===== config.mk =====
export PLATFORM = sky130hd
export DESIGN_NAME = tagged_message_decoder
export DESIGN_NICKNAME = d
export VERILOG_FILES = /design/src/hdl/tmd_pkg.sv /design/src/hdl/tmd_parser.sv /design/src/hdl/tmd_out_buf.sv /design/src/hdl/tagged_message_decoder.sv
export SDC_FILE = /design/constraint.sdc
export NUM_CORES = 1
export LEC_CHECK = 0
export BUFFER_PORTS_ARGS = -buffer_cell sky130_fd_sc_hd__buf_2
export CAP_MARGIN = 20
export CORE_ASPECT_RATIO = 1.5
export CORE_MARGIN = 3
export CORE_UTILIZATION = 56
export DETAILED_ROUTE_END_ITERATION = 10
export GPL_TIMING_DRIVEN = 0
export PLACE_DENSITY_LB_ADDON = 0.05
export SYNTH_ARGS = -nofsm -noshare
export SYNTH_HDL_FRONTEND = slang
export SYNTH_SLANG_ARGS = --single-unit

===== constraint.sdc =====
create_clock -name clk -period 3.7 [get_ports clk]
set_clock_uncertainty 0.1 [all_clocks]
set_input_delay 0.37 -clock clk [delete_from_list [all_inputs] [get_ports clk]]
set_output_delay 0.37 -clock clk [all_outputs]
set_load 0.05 [all_outputs]

===== src/hdl/tmd_pkg.sv =====
// ----------------------------------------------------------------------------
// tmd_pkg
// Shared constants and types for the tagged message decoder.
// ----------------------------------------------------------------------------
`default_nettype none

package tmd_pkg;

	localparam int unsigned BYTE_W     = 8;
	localparam int unsigned STAMP_W    = 64;
	localparam int unsigned STAMP_N    = STAMP_W / BYTE_W;
	localparam int unsigned STAMP_CW   = $clog2(STAMP_N);
	localparam int unsigned IN_TDATA_W = 8;
	localparam int unsigned RES_W      = 1 + 2 + 2 + BYTE_W + STAMP_W + BYTE_W;
	localparam int unsigned OUT_TDATA_W = ((RES_W + 7) / 8) * 8;
	localparam int unsigned OUT_PAD_W  = OUT_TDATA_W - RES_W;

	localparam logic [BYTE_W-1:0] TAG_ERROR   = 8'h65;
	localparam logic [BYTE_W-1:0] TAG_COMMAND = 8'h63;
	localparam logic [BYTE_W-1:0] TAG_METER   = 8'h6D;
	localparam logic [BYTE_W-1:0] SUB_SCHED   = 8'h73;
	localparam logic [BYTE_W-1:0] SUB_STAMP   = 8'h74;
	localparam logic [BYTE_W-1:0] SUB_OBSOL   = 8'h6F;

	localparam logic [1:0] KIND_ERROR   = 2'd0;
	localparam logic [1:0] KIND_COMMAND = 2'd1;
	localparam logic [1:0] KIND_METER   = 2'd2;

	localparam logic [1:0] ERR_NO_SCHED = 2'd0;
	localparam logic [1:0] ERR_NO_STAMP = 2'd1;
	localparam logic [1:0] ERR_OBSOLETE = 2'd2;

	typedef struct packed {
		logic [BYTE_W-1:0]         meterage;
		logic [STAMP_W-1:0]        time_stamp;
		logic signed [BYTE_W-1:0]  command;
		logic [1:0]                error_type;
		logic [1:0]                kind;
		logic                      ok;
	} result_t;

endpackage

`default_nettype wire


===== src/hdl/tmd_parser.sv =====
// ----------------------------------------------------------------------------
// tmd_parser
// Per-byte message state machine; emits one decoded result on the last beat.
// ----------------------------------------------------------------------------
`default_nettype none

module tmd_parser
	import tmd_pkg::*;
(
	input  wire logic              clk,
	input  wire logic              arst_n,
	input  wire logic              beat,
	input  wire logic [BYTE_W-1:0] data_byte,
	input  wire logic              last,
	output logic                   res_valid,
	output result_t                res
);

	typedef enum logic [2:0] {
		PH_TAG,
		PH_SUBTYPE,
		PH_COMMAND,
		PH_STAMP,
		PH_METER,
		PH_DONE,
		PH_FAIL
	} phase_t;

	phase_t                phase_q, phase_d;
	logic [STAMP_CW-1:0]   count_q, count_d;
	logic [STAMP_W-1:0]    stamp_q, stamp_d;
	logic [BYTE_W-1:0]     value_q, value_d;
	logic [1:0]            kind_q, kind_d;
	logic                  ok;

	always_comb begin
		phase_d = phase_q;
		count_d = count_q;
		stamp_d = stamp_q;
		value_d = value_q;
		kind_d  = kind_q;
		unique case (phase_q)
			PH_TAG: begin
				if (data_byte == TAG_ERROR) begin
					kind_d  = KIND_ERROR;
					phase_d = PH_SUBTYPE;
				end else if (data_byte == TAG_COMMAND) begin
					kind_d  = KIND_COMMAND;
					phase_d = PH_COMMAND;
				end else if (data_byte == TAG_METER) begin
					kind_d  = KIND_METER;
					count_d = '0;
					stamp_d = '0;
					phase_d = PH_STAMP;
				end else begin
					phase_d = PH_FAIL;
				end
			end
			PH_SUBTYPE: begin
				if (data_byte == SUB_SCHED) begin
					value_d = {6'd0, ERR_NO_SCHED};
					phase_d = PH_DONE;
				end else if (data_byte == SUB_STAMP) begin
					value_d = {6'd0, ERR_NO_STAMP};
					phase_d = PH_DONE;
				end else if (data_byte == SUB_OBSOL) begin
					value_d = {6'd0, ERR_OBSOLETE};
					phase_d = PH_DONE;
				end else begin
					phase_d = PH_FAIL;
				end
			end
			PH_COMMAND: begin
				value_d = data_byte;
				phase_d = PH_DONE;
			end
			PH_STAMP: begin
				stamp_d = {stamp_q[STAMP_W-BYTE_W-1:0], data_byte};
				count_d = count_q + 1'b1;
				if (count_q == STAMP_CW'(STAMP_N - 1)) begin
					phase_d = PH_METER;
				end
			end
			PH_METER: begin
				value_d = data_byte;
				phase_d = PH_DONE;
			end
			default: begin
			end
		endcase
	end

	assign ok        = (phase_d == PH_DONE);
	assign res_valid = beat && last;

	always_comb begin
		res.ok         = ok;
		res.kind       = ok ? kind_d : 2'd0;
		res.error_type = (ok && kind_d == KIND_ERROR) ? value_d[1:0] : 2'd0;
		res.command    = (ok && kind_d == KIND_COMMAND) ? value_d : '0;
		res.time_stamp = (ok && kind_d == KIND_METER) ? stamp_d : '0;
		res.meterage   = (ok && kind_d == KIND_METER) ? value_d : '0;
	end

	always_ff @(posedge clk or negedge arst_n) begin
		if (!arst_n) begin
			phase_q <= PH_TAG;
			count_q <= '0;
			stamp_q <= '0;
			value_q <= '0;
			kind_q  <= '0;
		end else begin
			if (beat) begin
				if (last) begin
					phase_q <= PH_TAG;
					count_q <= '0;
					stamp_q <= '0;
					value_q <= '0;
					kind_q  <= '0;
				end else begin
					phase_q <= phase_d;
					count_q <= count_d;
					stamp_q <= stamp_d;
					value_q <= value_d;
					kind_q  <= kind_d;
				end
			end
		end
	end

endmodule

`default_nettype wire


===== src/hdl/tmd_out_buf.sv =====
// ----------------------------------------------------------------------------
// tmd_out_buf
// Output register with a skid stage, so the input side keeps flowing.
// ----------------------------------------------------------------------------
`default_nettype none

module tmd_out_buf
	import tmd_pkg::*;
(
	input  wire logic    clk,
	input  wire logic    arst_n,
	input  wire logic    in_valid,
	input  wire result_t in_res,
	output logic         in_ready,
	output logic         out_valid,
	output result_t      out_res,
	input  wire logic    out_ready
);

	logic    skid_valid_q;
	result_t skid_q;
	logic    drain;

	assign in_ready = !skid_valid_q;
	assign drain    = !out_valid || out_ready;

	always_ff @(posedge clk or negedge arst_n) begin
		if (!arst_n) begin
			out_valid    <= 1'b0;
			out_res      <= '0;
			skid_valid_q <= 1'b0;
			skid_q       <= '0;
		end else if (drain) begin
			if (skid_valid_q) begin
				out_res      <= skid_q;
				out_valid    <= 1'b1;
				skid_valid_q <= 1'b0;
			end else if (in_valid) begin
				out_res   <= in_res;
				out_valid <= 1'b1;
			end else begin
				out_valid <= 1'b0;
			end
		end else if (in_valid) begin
			skid_q       <= in_res;
			skid_valid_q <= 1'b1;
		end
	end

endmodule

`default_nettype wire


===== src/hdl/tagged_message_decoder.sv =====
// ----------------------------------------------------------------------------
// tagged_message_decoder
// Decodes tagged error, command and meterage messages from a byte stream.
// ----------------------------------------------------------------------------
// Usage:
// Message bytes enter on the s_axis channel, one byte per beat, tag byte
// first, with s_axis_tlast high on the final byte of each message.
// Every byte is absorbed in the beat that carries it, so a new byte can be
// taken on every clock cycle unless the skid register is full. Only the final
// byte produces a result, registered before it appears on the m_axis channel.
// A result beat carries ok, kind, error type, command, timestamp and
// meterage; on failure only ok is low and every other field is zero.
// The output has a result register and a skid register, so a stalled
// receiver holds off the input only once two results are waiting.
// Reset clears the decoder to expect a tag byte and empties both result
// registers.
// ----------------------------------------------------------------------------
`default_nettype none

module tagged_message_decoder
	import tmd_pkg::*;
(
	input  wire logic                   clk,
	input  wire logic                   arst_n,
	input  wire logic                   s_axis_tvalid,
	output logic                        s_axis_tready,
	input  wire logic [IN_TDATA_W-1:0]  s_axis_tdata,  // [7:0] data_byte
	input  wire logic                   s_axis_tlast,  // last
	output logic                        m_axis_tvalid,
	input  wire logic                   m_axis_tready,
	// [0] ok, [2:1] kind, [4:3] error_type, [12:5] command,
	// [76:13] time_stamp, [84:77] meterage, upper bits zero.
	output logic [OUT_TDATA_W-1:0]      m_axis_tdata
);

	logic    beat;
	logic    res_valid;
	result_t res;
	result_t out_res;

	assign beat = s_axis_tvalid && s_axis_tready;

	tmd_parser u_parser (
		.clk       (clk),
		.arst_n    (arst_n),
		.beat      (beat),
		.data_byte (s_axis_tdata[BYTE_W-1:0]),
		.last      (s_axis_tlast),
		.res_valid (res_valid),
		.res       (res)
	);

	tmd_out_buf u_out_buf (
		.clk       (clk),
		.arst_n    (arst_n),
		.in_valid  (res_valid),
		.in_res    (res),
		.in_ready  (s_axis_tready),
		.out_valid (m_axis_tvalid),
		.out_res   (out_res),
		.out_ready (m_axis_tready)
	);

	assign m_axis_tdata = {{OUT_PAD_W{1'b0}}, out_res};

endmodule

`default_nettype wire


==> flow_summary_export.csv, run 1 <==
group,metric,value,unit
sta,fin_crit_sh,94.2,%
sta,setup_viol,0,
synthesis,yosys_most_used_dff,"dfrtp_1",
worst_setup_path,worstReg2RegEnd,"u_out_buf.skid_q[44]",
synthesis,async_reset_ff_share,100,%
routing,drt.antenna.violating_nets,0,
synthesis,yosysUniqueCellTypes,51,
routing,wire_per_inst,19.6,um
placement,hpwl,21800,um
global_routing,track_usage,29.0,%
die,fp.dieW,122,um
sta,slew_violations,0,
final_layout,drive_gt1_share,11.8,%
final_layout,syn2layout_area_growth,15.4,%
routing,drtIter0Drc,717,
global_routing,grt_pass1_wl,51400,um
power,static-leakage-power,5.60,nW
die,dieHeight,179,um
clocking,cts_setup_buffers,0,
worst_setup_path,cp.arrival,3.77,ns
routing,top_layer,"met4",
synthesis,ys_seq_elements,252,
power,power_density,568,nW/um^2
placement,dp_cells,1548,
routing,dr_wl_met2,15500,um
synthesis,synth_edf_count,0,
sta,min_period,3.49,ns
sta,fin_ws,0.215,ns
sta,hold_viol,0,
routing,drt-pass1-iter-count,6,
clocking,cts_hold_buf,1,
die,initial_core_util,57.9,%
run,cap_violations,0,
worst_hold_path,min_from,"s_axis_tvalid",
worst_setup_path,crit_required,3.98,ns
routing,drcViolationCount,0,
placement,dp_slack,0.133,ns
final_layout,final_area,13000,um^2
sta,slew_headroom,30.0,%
synthesis,yosysWarnings,0,
synthesis,syn_area_per_cell,9.44,um^2
final_layout,stdcell_count,1593,
final_layout,final_nets,1335,
synthesis,syn_inst,1190,
worst_setup_path,reg2reg_setup_slack,0.21,ns
clocking,post_cts_resized,0,
clocking,clock_sinks,252,
routing,vias_per_cell,6.05,
global_routing,antenna_found_initial,1,
die,core.rowCount,62,
synthesis,synth_top_area_share,56.2,%
clocking,clockBufferDepth,3,
die,io_pins,103,
synthesis,synth_area,11200,um^2
die,fp.dieArea,21800,um^2
worst_hold_path,min_to,"u_out_buf.out_valid",
routing,wl_met3,1590,um
clocking,cts_tree,"done",
routing,vias,9631,
clocking,clkLatencyLatePin,0.52,ns
clocking,h-tree-depth,1,
sta,rsz0062_at_grt,"false",
global_routing,grt_max_degree,125,
worst_setup_path,timing.rr.start,"u_parser.phase_q[2]",
die,coreArea,19400,um^2
placement,place.gp.congestion,0.931,
global_routing,grt_pass1_vias,9861,
final_layout,fill_cells,1644,
routing,wl_met1,12600,um
sta,worstMarginPinSlew,1.05,ns
sta,whs,0.0527,ns
worst_setup_path,critPathMaxFanout,10,
worst_hold_path,holdPathStages,3,
synthesis,ys_seq_area_share,56.2,%
sta,fmax,287,MHz
clocking,root_buffer,"clkbuf_16",
worst_setup_path,path_class,"flop to flop",
worst_hold_path,hold_class,"input port to flop",
worst_setup_path,cp-end-kind,"flop",
placement,numPortBuffers,97,
synthesis,synth_top_area_cell,"dfrtp_1",
synthesis,yosys-top-cells-area,"dfrtp_1, a21oi_1, nand2_1",
routing,routed_wl,31300,um
worst_setup_path,reg2reg_depth,9,
worst_setup_path,startpoint_type,"flop",
global_routing,grt.overflow.total,0,
clocking,clk_pin_slew,0.06,ns
run_status,status,"completed",
placement,dpl_cell_area,12100,um^2
power,ir_worst_vdd,507,uV
clocking,cts_buffers,25,
==> registers in the layout, indices dropped and copies added (netlist names) <==
register	cells
u_out_buf.skid_valid_q	1
u_out_buf.skid_q	85
u_out_buf.out_valid	1
u_parser.count_q	3
u_parser.kind_q	2
u_parser.phase_q	3
u_out_buf.out_res	85
u_parser.stamp_q	64
u_parser.value_q	8
==> Yosys cell counts (3+ instances only) <==
cell / count
nor2_1: 102
o31ai_1: 70
buf_4: 3
inv_1: 11
dfrtp_1: 252
nand2b_1: 6
nand2_1: 168
buf_1: 4
a22oi_1: 63
buf_6: 4
nor3_1: 5
o21ai_0: 89
a22o_1: 15
or2_2: 3
clkbuf_1: 93
o22ai_1: 8
nor2b_1: 7
a21oi_1: 156
mux2i_1: 6
a31oi_1: 3
nand3_1: 18
or3_1: 65
==> cell usage in the layout (no fill, tap or decap), types with 4 or more instances in the layout <==
cell	count
nor2b_1	7
nand2b_1	6
clkbuf_8	7
nor3_1	5
mux2i_1	6
a21oi_1	156
a22oi_1	63
o31ai_1	70
buf_6	5
or3_1	65
dfrtp_1	252
nor2_1	102
o22ai_1	8
nand3_1	18
inv_1	11
clkbuf_16	25
buf_2	98
a22o_1	15
buf_1	4
clkbuf_1	97
nand2_1	168
clkinv_2	4
o21ai_0	89
==> report_power, final <==
part / internal, mW / switching (mW) / total (mW)
combinational: 0.379 / 1.29 / 1.67
sequential: 2.98 / 0.119 / 3.10
clock: 1.52 / 1.07 / 2.59
==> per-layer routing <==
| layer | track usage, % | up-vias |
|---|---|---|
| met4 | 14.0 | 0 |
| li1 | - | 4497 |
| met5 | 0 | - |
| met1 | 37.3 | 4730 |
| met2 | 48.4 | 315 |
| met3 | 3.55 | 89 |
==> logic make-up after synthesis <==
kind of cell | Yosys count | synth area share [%]
buffers and inverters | 118 | 4.33
muxes | 8 | 0.735
xor gates and xnor gates | 1 | 0.0780
other | 1 | 0.0334
and+or+nand+nor | 392 | 15.9
adders and majority gates | 2 | 0.223
AOI/OAI and AO/OA | 416 | 22.6
DFF | 252 | 56.2
==> worst max path at each step <==
stage                             start                    end  cells after the start
floorplan           u_parser.phase_q[2]  u_out_buf.out_res[57]                     10
global placement                 arst_n  u_out_buf.out_res[53]                      1
detailed placement      s_axis_tdata[1]   u_out_buf.skid_q[20]                      9
CTS                 u_parser.phase_q[2]   u_out_buf.skid_q[44]                      9
global route        u_parser.phase_q[2]   u_out_buf.skid_q[20]                      9
finish              u_parser.phase_q[2]   u_out_buf.skid_q[44]                      9
==> worst max-delay path, cell delays in order (launching register included) <==
cell and delay, ns:
dfrtp_1 0.37, buf_6 0.14, or4b_4 0.50, nor3_1 0.44, o31a_1 0.20, or2_1 0.10, buf_2 0.25, clkbuf_1 0.66
clkbuf_1 0.45, o31ai_1 0.13
==> through the flow <==
stage / utilization (%) / power, mW / setup TNS [ns]
2_1_floorplan: - / 4.34 / 0
3_3_place_gp: 62.1 / 4.80 / -599.96
3_5_place_dp: 62.5 / 4.82 / 0
4_1_cts: 66.8 / 7.39 / 0
5_1_grt: 66.8 / 7.64 / 0
6_report: 66.8 / 7.36 / 0
==> layout make-up <==
type	count	area (um^2)	area share [%]
Tap cell	256	320	2.47
Antenna cell	1	2.50	0.0193
Multi-Input combinational cell	822	4440	34.3
Inverter	12	45.0	0.348
Clock inverter	7	88.8	0.686
Clock buffer	36	737	5.69
Timing Repair Buffer	101	572	4.41
Buffer	106	442	3.41
Sequential cell	252	6310	48.7
Power figures use the tool's default switching activity.
==> inputs of run 2 (changes only) <==
--- a/config.mk
+++ b/config.mk
@@ -7,9 +7,12 @@
 export LEC_CHECK = 0
 export BUFFER_PORTS_ARGS = -buffer_cell sky130_fd_sc_hd__buf_2
 export CAP_MARGIN = 20
+export CELL_PAD_IN_SITES_DETAIL_PLACEMENT = 1
+export CELL_PAD_IN_SITES_GLOBAL_PLACEMENT = 2
 export CORE_ASPECT_RATIO = 1.5
 export CORE_MARGIN = 3
-export CORE_UTILIZATION = 56
+export CORE_UTILIZATION = 39
+export CTS_BUF_LIST = sky130_fd_sc_hd__clkbuf_8
 export DETAILED_ROUTE_END_ITERATION = 10
 export GPL_TIMING_DRIVEN = 0
 export PLACE_DENSITY_LB_ADDON = 0.05
==> run 2 against run 1 <==
- flip-flop and latch count unchanged
- final cell count up 7.4%
- via count increased by 0.11%
- largest power group unchanged
- combinational power grew 2%
- first-iteration DRC count shrank 44%
- register-to-register slack improved by 0.22 ns
- critical endpoint is now u_out_buf.skid_q[71]
- critical path depth grew 1
- worst setup slack better by 0.22 ns
- hold slack gained 0.030 ns
- utilization decreased by 20 points
- wire length rose by 18%
- count of clock-buffer cells in the layout grew 17
==> flow_summary_export.csv, run 2 (synthesized netlist as in run 1, its figures left out) <==
group,metric,value,unit
worst_setup_path,cp-end-kind,"flop",
final_layout,top_regs,"u_out_buf.out_res (85), u_out_buf.skid_q (85), u_parser.stamp_q (64)",
sta,worstMarginPinSlew,1.06,ns
final_layout,final_common_cell,"dfrtp_1",
power,power_frac_comb,23.6,%
clocking,cts_setup_buffers,0,
sta,hold_viol,0,
worst_hold_path,holdPathStages,3,
routing,drcViolationCount,0,
routing,wire_per_inst,21.7,um
worst_setup_path,startpoint_type,"flop",
worst_hold_path,hold_class,"input port to flop",
routing,drtIter0Drc,401,
worst_setup_path,critPathMaxFanout,15,
routing,vias_per_cell,5.64,
die,core.rowCount,75,
sta,fin_ws,0.439,ns
die,dieHeight,214,um
placement,dpl_cell_area,12200,um^2
sta,fin_crit_sh,88.1,%
sta,whs,0.0824,ns
power,finalPower,7.26,mW
sta,setup_viol,0,
final_layout,syn2layout_area_growth,16.2,%
routing,drt.antenna.violating_nets,0,
worst_hold_path,min_to,"u_out_buf.out_valid",
worst_setup_path,reg2reg_depth,10,
global_routing,grt_pass1_vias,10160,
power,ir_worst_vdd,285,uV
placement,dp_slack,-0.109,ns
die,initial_core_util,39.9,%
placement,hpwl,26000,um
sta,fin_setup_tns,0,ns
power,pwr-share-seq,42.9,%
worst_setup_path,reg2reg_setup_slack,0.44,ns
power,p_sw_share,36.1,%
clocking,clk_pin_slew,0.06,ns
sta,slew_headroom,29.0,%
final_layout,final_area,13000,um^2
placement,place.gp.congestion,0.843,
sta,fmax,307,MHz
power,static-leakage-power,5.67,nW
clocking,clock_sinks,252,
routing,vias,9642,
global_routing,grt_pass1_wl,58500,um
power,power_density,556,nW/um^2
die,fp.dieArea,30900,um^2
final_layout,final_cell_mix,"dfrtp_1, nand2_1, a21oi_1, nor2_1, buf_2",
worst_setup_path,worstReg2RegEnd,"u_out_buf.skid_q[71]",
sta,min_period,3.26,ns
routing,drt-pass1-iter-count,4,
die,fp.dieW,145,um
global_routing,grt_max_degree,105,
clocking,h-tree-depth,2,
worst_setup_path,timing.rr.start,"u_parser.phase_q[2]",
power,switchingPower,2.62,mW
final_layout,n_antenna_cell,0,
global_routing,antenna_found_initial,0,
run_status,status,"completed",
global_routing,track_usage,24.3,%
die,coreArea,28200,um^2
worst_hold_path,min_from,"s_axis_tvalid",
final_layout,final_nets,1351,
run,cap_violations,0,
die,io_pins,103,
worst_setup_path,cp.arrival,3.56,ns
power,p_int,4.64,mW
final_layout,drive_gt1_share,12.8,%
clocking,cts_tree,"done",
worst_setup_path,path_class,"flop to flop",
worst_setup_path,crit_required,4.00,ns
global_routing,grt.overflow.total,0,
clocking,root_buffer,"clkbuf_8",
power,power.share.clock,33.6,%
routing,routed_wl,37100,um
sta,slew_violations,0,
placement,numPortBuffers,97,
clocking,clockBufferDepth,3,
clocking,cts_buffers,42,
clocking,clkLatencyLatePin,0.56,ns
sta,rsz0062_at_grt,"false",
-- run 2: cell count changes in the layout (fill, tap and decap cells not counted), sizes merged --
cell	previous run	this run
inv	12	27
diode	1	0
clkbuf	129	145
bufinv	2	0
-- run 2: worst max path at each step --
| stage | endpoint | slack, ns | startpoint | cells after the start |
|---|---|---|---|---|
| floorplan | u_out_buf.out_res[57] | 1.0 | u_parser.phase_q[2] | 10 |
| global placement | u_out_buf.out_res[61] | -2.79 | arst_n | 1 |
| detailed placement | u_out_buf.skid_q[48] | -0.11 | s_axis_tdata[1] | 9 |
| CTS | u_out_buf.skid_q[49] | 0.09 | u_parser.phase_q[2] | 9 |
| global route | u_out_buf.skid_q[71] | 0.15 | u_parser.phase_q[2] | 10 |
| finish | u_out_buf.skid_q[71] | 0.44 | u_parser.phase_q[2] | 10 |
-- run 2: critical path, cell delays in order, from the launching register on --
cell     delay [ns]
dfrtp_1        0.37
buf_6          0.14
or4b_4         0.50
nor3_1         0.44
o31a_1         0.21
or2_1          0.10
buf_2          0.38
buf_6          0.23
buf_2          0.31
buf_6          0.20
o31ai_1        0.09
-- run 2: repair_timing --
action	in CTS	in global routing
hold endpoints to repair	63	0
hold buffers	1	0
resized for setup	0	0
endpoints found under the setup margin	0	26
-- run 2: cell type report --
type / instances / area, um^2
Fill cell: 3308 / 15100
Sequential cell: 252 / 6310
Multi-Input combinational cell: 822 / 4440
Clock buffer: 53 / 729
Timing Repair Buffer: 101 / 572
Buffer: 105 / 438
Tap cell: 346 / 433
Clock inverter: 20 / 80.1
Inverter: 12 / 45.0
-- run 2: power groups by stage --
stage	clock network (mW)	logic (mW)	registers, mW
global placement	0	1.70	3.16
finish	2.44	1.71	3.11
CTS	2.51	1.73	3.11
global route	2.63	1.85	3.14
detailed placement	0	1.73	3.16
floorplan	0	0.546	3.80
-- run 2: through the flow --
step | utilization [%] | instances
final | 46.3 | 1711
after global routing | 46.3 | 1711
after CTS | 46.4 | 1712
after detailed placement | 43.4 | 1638
after global placement | 43.2 | 1635
after floorplan | - | 1192
-- run 2: layer usage --
layer	routed length, um	track usage [%]	vias to the layer above
met5	0	0	-
met2	19400	43.5	159
met4	1020	7.66	0
met1	15500	30.2	4903
li1	-	-	4516
met3	1080	3.24	64
==> inputs of run 3 (changes only) <==
--- a/config.mk
+++ b/config.mk
@@ -7,7 +7,7 @@
 export LEC_CHECK = 0
 export BUFFER_PORTS_ARGS = -buffer_cell sky130_fd_sc_hd__buf_2
 export CAP_MARGIN = 20
-export CELL_PAD_IN_SITES_DETAIL_PLACEMENT = 1
+export CELL_PAD_IN_SITES_DETAIL_PLACEMENT = 2
 export CELL_PAD_IN_SITES_GLOBAL_PLACEMENT = 2
 export CORE_ASPECT_RATIO = 1.5
 export CORE_MARGIN = 3
==> run 3 against run 2 <==
- non-clock buffer count is the same
- die area is the same
- sequential share of layout area rose by 0.084 points
- cell area shrank 0.17%
- critical path depth decreased by 3
- sequential power hardly changed
- utilization is 0.080 points lower
- hold slack worse by 0.013 ns
- critical path type unchanged
==> flow_summary_export.csv, run 3 (synthesized netlist as in run 1, its figures left out) <==
group,metric,value,unit
run_status,status,"completed",
final_layout,syn2layout_area_growth,16.0,%
worst_setup_path,critPathMaxFanout,10,
worst_setup_path,crit_required,4.06,ns
clocking,cts_tree,"done",
placement,hpwl,27700,um
sta,setup_viol,0,
routing,drt-pass1-iter-count,4,
sta,fmax,290,MHz
sta,whs,0.0698,ns
worst_setup_path,cp-end-kind,"flop",
clocking,clock_sinks,252,
clocking,clk_pin_slew,0.06,ns
sta,min_period,3.44,ns
final_layout,top_regs,"u_out_buf.out_res (85), u_out_buf.skid_q (85), u_parser.stamp_q (64)",
clocking,clkLatencyLatePin,0.57,ns
final_layout,postLayoutCoreUtil,46.3,%
global_routing,grt.overflow.total,0,
die,core.rowCount,75,
die,initial_core_util,39.9,%
die,coreArea,28200,um^2
routing,drcViolationCount,0,
power,static-leakage-power,5.66,nW
worst_hold_path,hold_class,"input port to flop",
global_routing,track_usage,25.8,%
worst_setup_path,timing.rr.start,"u_out_buf.skid_valid_q",
clocking,cts_setup_buffers,0,
run,cap_violations,0,
power,finalPower,7.26,mW
sta,hold_viol,0,
sta,rsz0062_at_grt,"false",
routing,wire_per_inst,23.0,um
final_layout,final_nets,1352,
final_layout,n_antenna_cell,0,
die,fp.dieW,145,um
sta,fin_crit_sh,93.0,%
global_routing,antenna_found_initial,0,
sta,fin_ws,0.257,ns
clocking,h-tree-depth,2,
worst_hold_path,min_to,"u_parser.phase_q[2]",
worst_hold_path,holdPathStages,2,
sta,slew_violations,0,
power,power_density,557,nW/um^2
worst_setup_path,cp_slowest_cell,"clkbuf_1",
clocking,clockBufferDepth,3,
worst_setup_path,reg2reg_depth,7,
worst_hold_path,min_from,"s_axis_tlast",
routing,routed_wl,39300,um
routing,vias,9850,
final_layout,final_common_cell,"dfrtp_1",
sta,worstMarginPinSlew,1.02,ns
die,dieHeight,214,um
final_layout,final_cell_mix,"dfrtp_1, nand2_1, a21oi_1, nor2_1, buf_2",
final_layout,drive_gt1_share,12.8,%
global_routing,grt_max_degree,105,
clocking,cts_buffers,43,
clocking,root_buffer,"clkbuf_8",
die,io_pins,103,
worst_setup_path,path_class,"flop to flop",
routing,drt.antenna.violating_nets,0,
worst_setup_path,worstReg2RegEnd,"u_parser.stamp_q[57]",
worst_setup_path,cp-startpoint,"u_out_buf.skid_valid_q",
routing,vias_per_cell,5.76,
die,fp.dieArea,30900,um^2
placement,place.gp.congestion,0.843,
placement,dp_slack,-0.140,ns
placement,numPortBuffers,97,
power,ir_worst_vdd,281,uV
worst_setup_path,reg2reg_setup_slack,0.26,ns
global_routing,grt_pass1_wl,62600,um
routing,drtIter0Drc,449,
worst_setup_path,crit_chain,"clkbuf_1, clkinv_1, nand2_1, clkbuf_1, buf_1, nand2_1, o21ai_0",
worst_setup_path,max_stage_delay,0.73,ns
sta,slew_headroom,32.0,%
clocking,post_cts_resized,0,
worst_setup_path,cp.arrival,3.80,ns
worst_setup_path,startpoint_type,"flop",
global_routing,grt_pass1_vias,10940,
[run 3: cell count changes in the layout (fill, tap and decap cells not counted), sizes merged]
cell    before  now
clkbuf     145  143
clkinv       5    6
[run 3: area by class of cell]
cell class	count	area, um^2
Sequential cell	252	6310
Clock buffer	51	702
Inverter	12	45.0
Buffer	105	438
Multi-Input combinational cell	822	4440
Clock inverter	21	85.1
Fill cell	3105	15100
Tap cell	346	433
Timing Repair Buffer	101	572
[run 3: worst max-delay path by stage]
stage / end / slack, ns / cells after the start
floorplan: u_out_buf.out_res[57] / 1.0 / 10
global placement: u_out_buf.out_res[61] / -2.79 / 1
detailed placement: u_out_buf.skid_q[20] / -0.14 / 9
CTS: u_out_buf.skid_q[52] / 0.05 / 9
global route: u_parser.stamp_q[57] / 0.12 / 7
finish: u_parser.stamp_q[57] / 0.26 / 7
[run 3: where the power goes]
part / total, mW / internal [mW] / switching, mW
clock: 2.41 / 1.24 / 1.17
combinational: 1.73 / 0.379 / 1.35
sequential: 3.12 / 2.98 / 0.134
[run 3: worst max-delay path, delay by kind of cell (launching register included)]
kind,cells,cell delay (ns)
AOI/OAI and AO/OA,1,0.12
and+or+nand+nor,2,0.53
buffers and inverters,4,2.21
DFF,1,0.37
[run 3: metal layers]
layer | global-route usage (%) | up-vias | routed length, um
li1 | - | 4518 | -
met1 | 31.3 | 5122 | 15900
met2 | 47.6 | 147 | 21300
met3 | 3.21 | 63 | 1060
met4 | 7.53 | 0 | 1050
met5 | 0 | - | 0
[run 3: repair_timing]
action	4_1_cts	5_1_grt
endpoints found under the setup margin	0	37
endpoints found under the hold margin	63	0
hold buffers	1	0
[run 3: per-stage QoR]
step / setup TNS, ns / instances / area (um^2)
finish: 0 / 1710 / 13000
global placement: -694.78 / 1635 / 12200
detailed placement: -3.60 / 1638 / 12200
floorplan: 0 / 1192 / 11200
CTS: 0 / 1711 / 13000
global route: 0 / 1710 / 13000
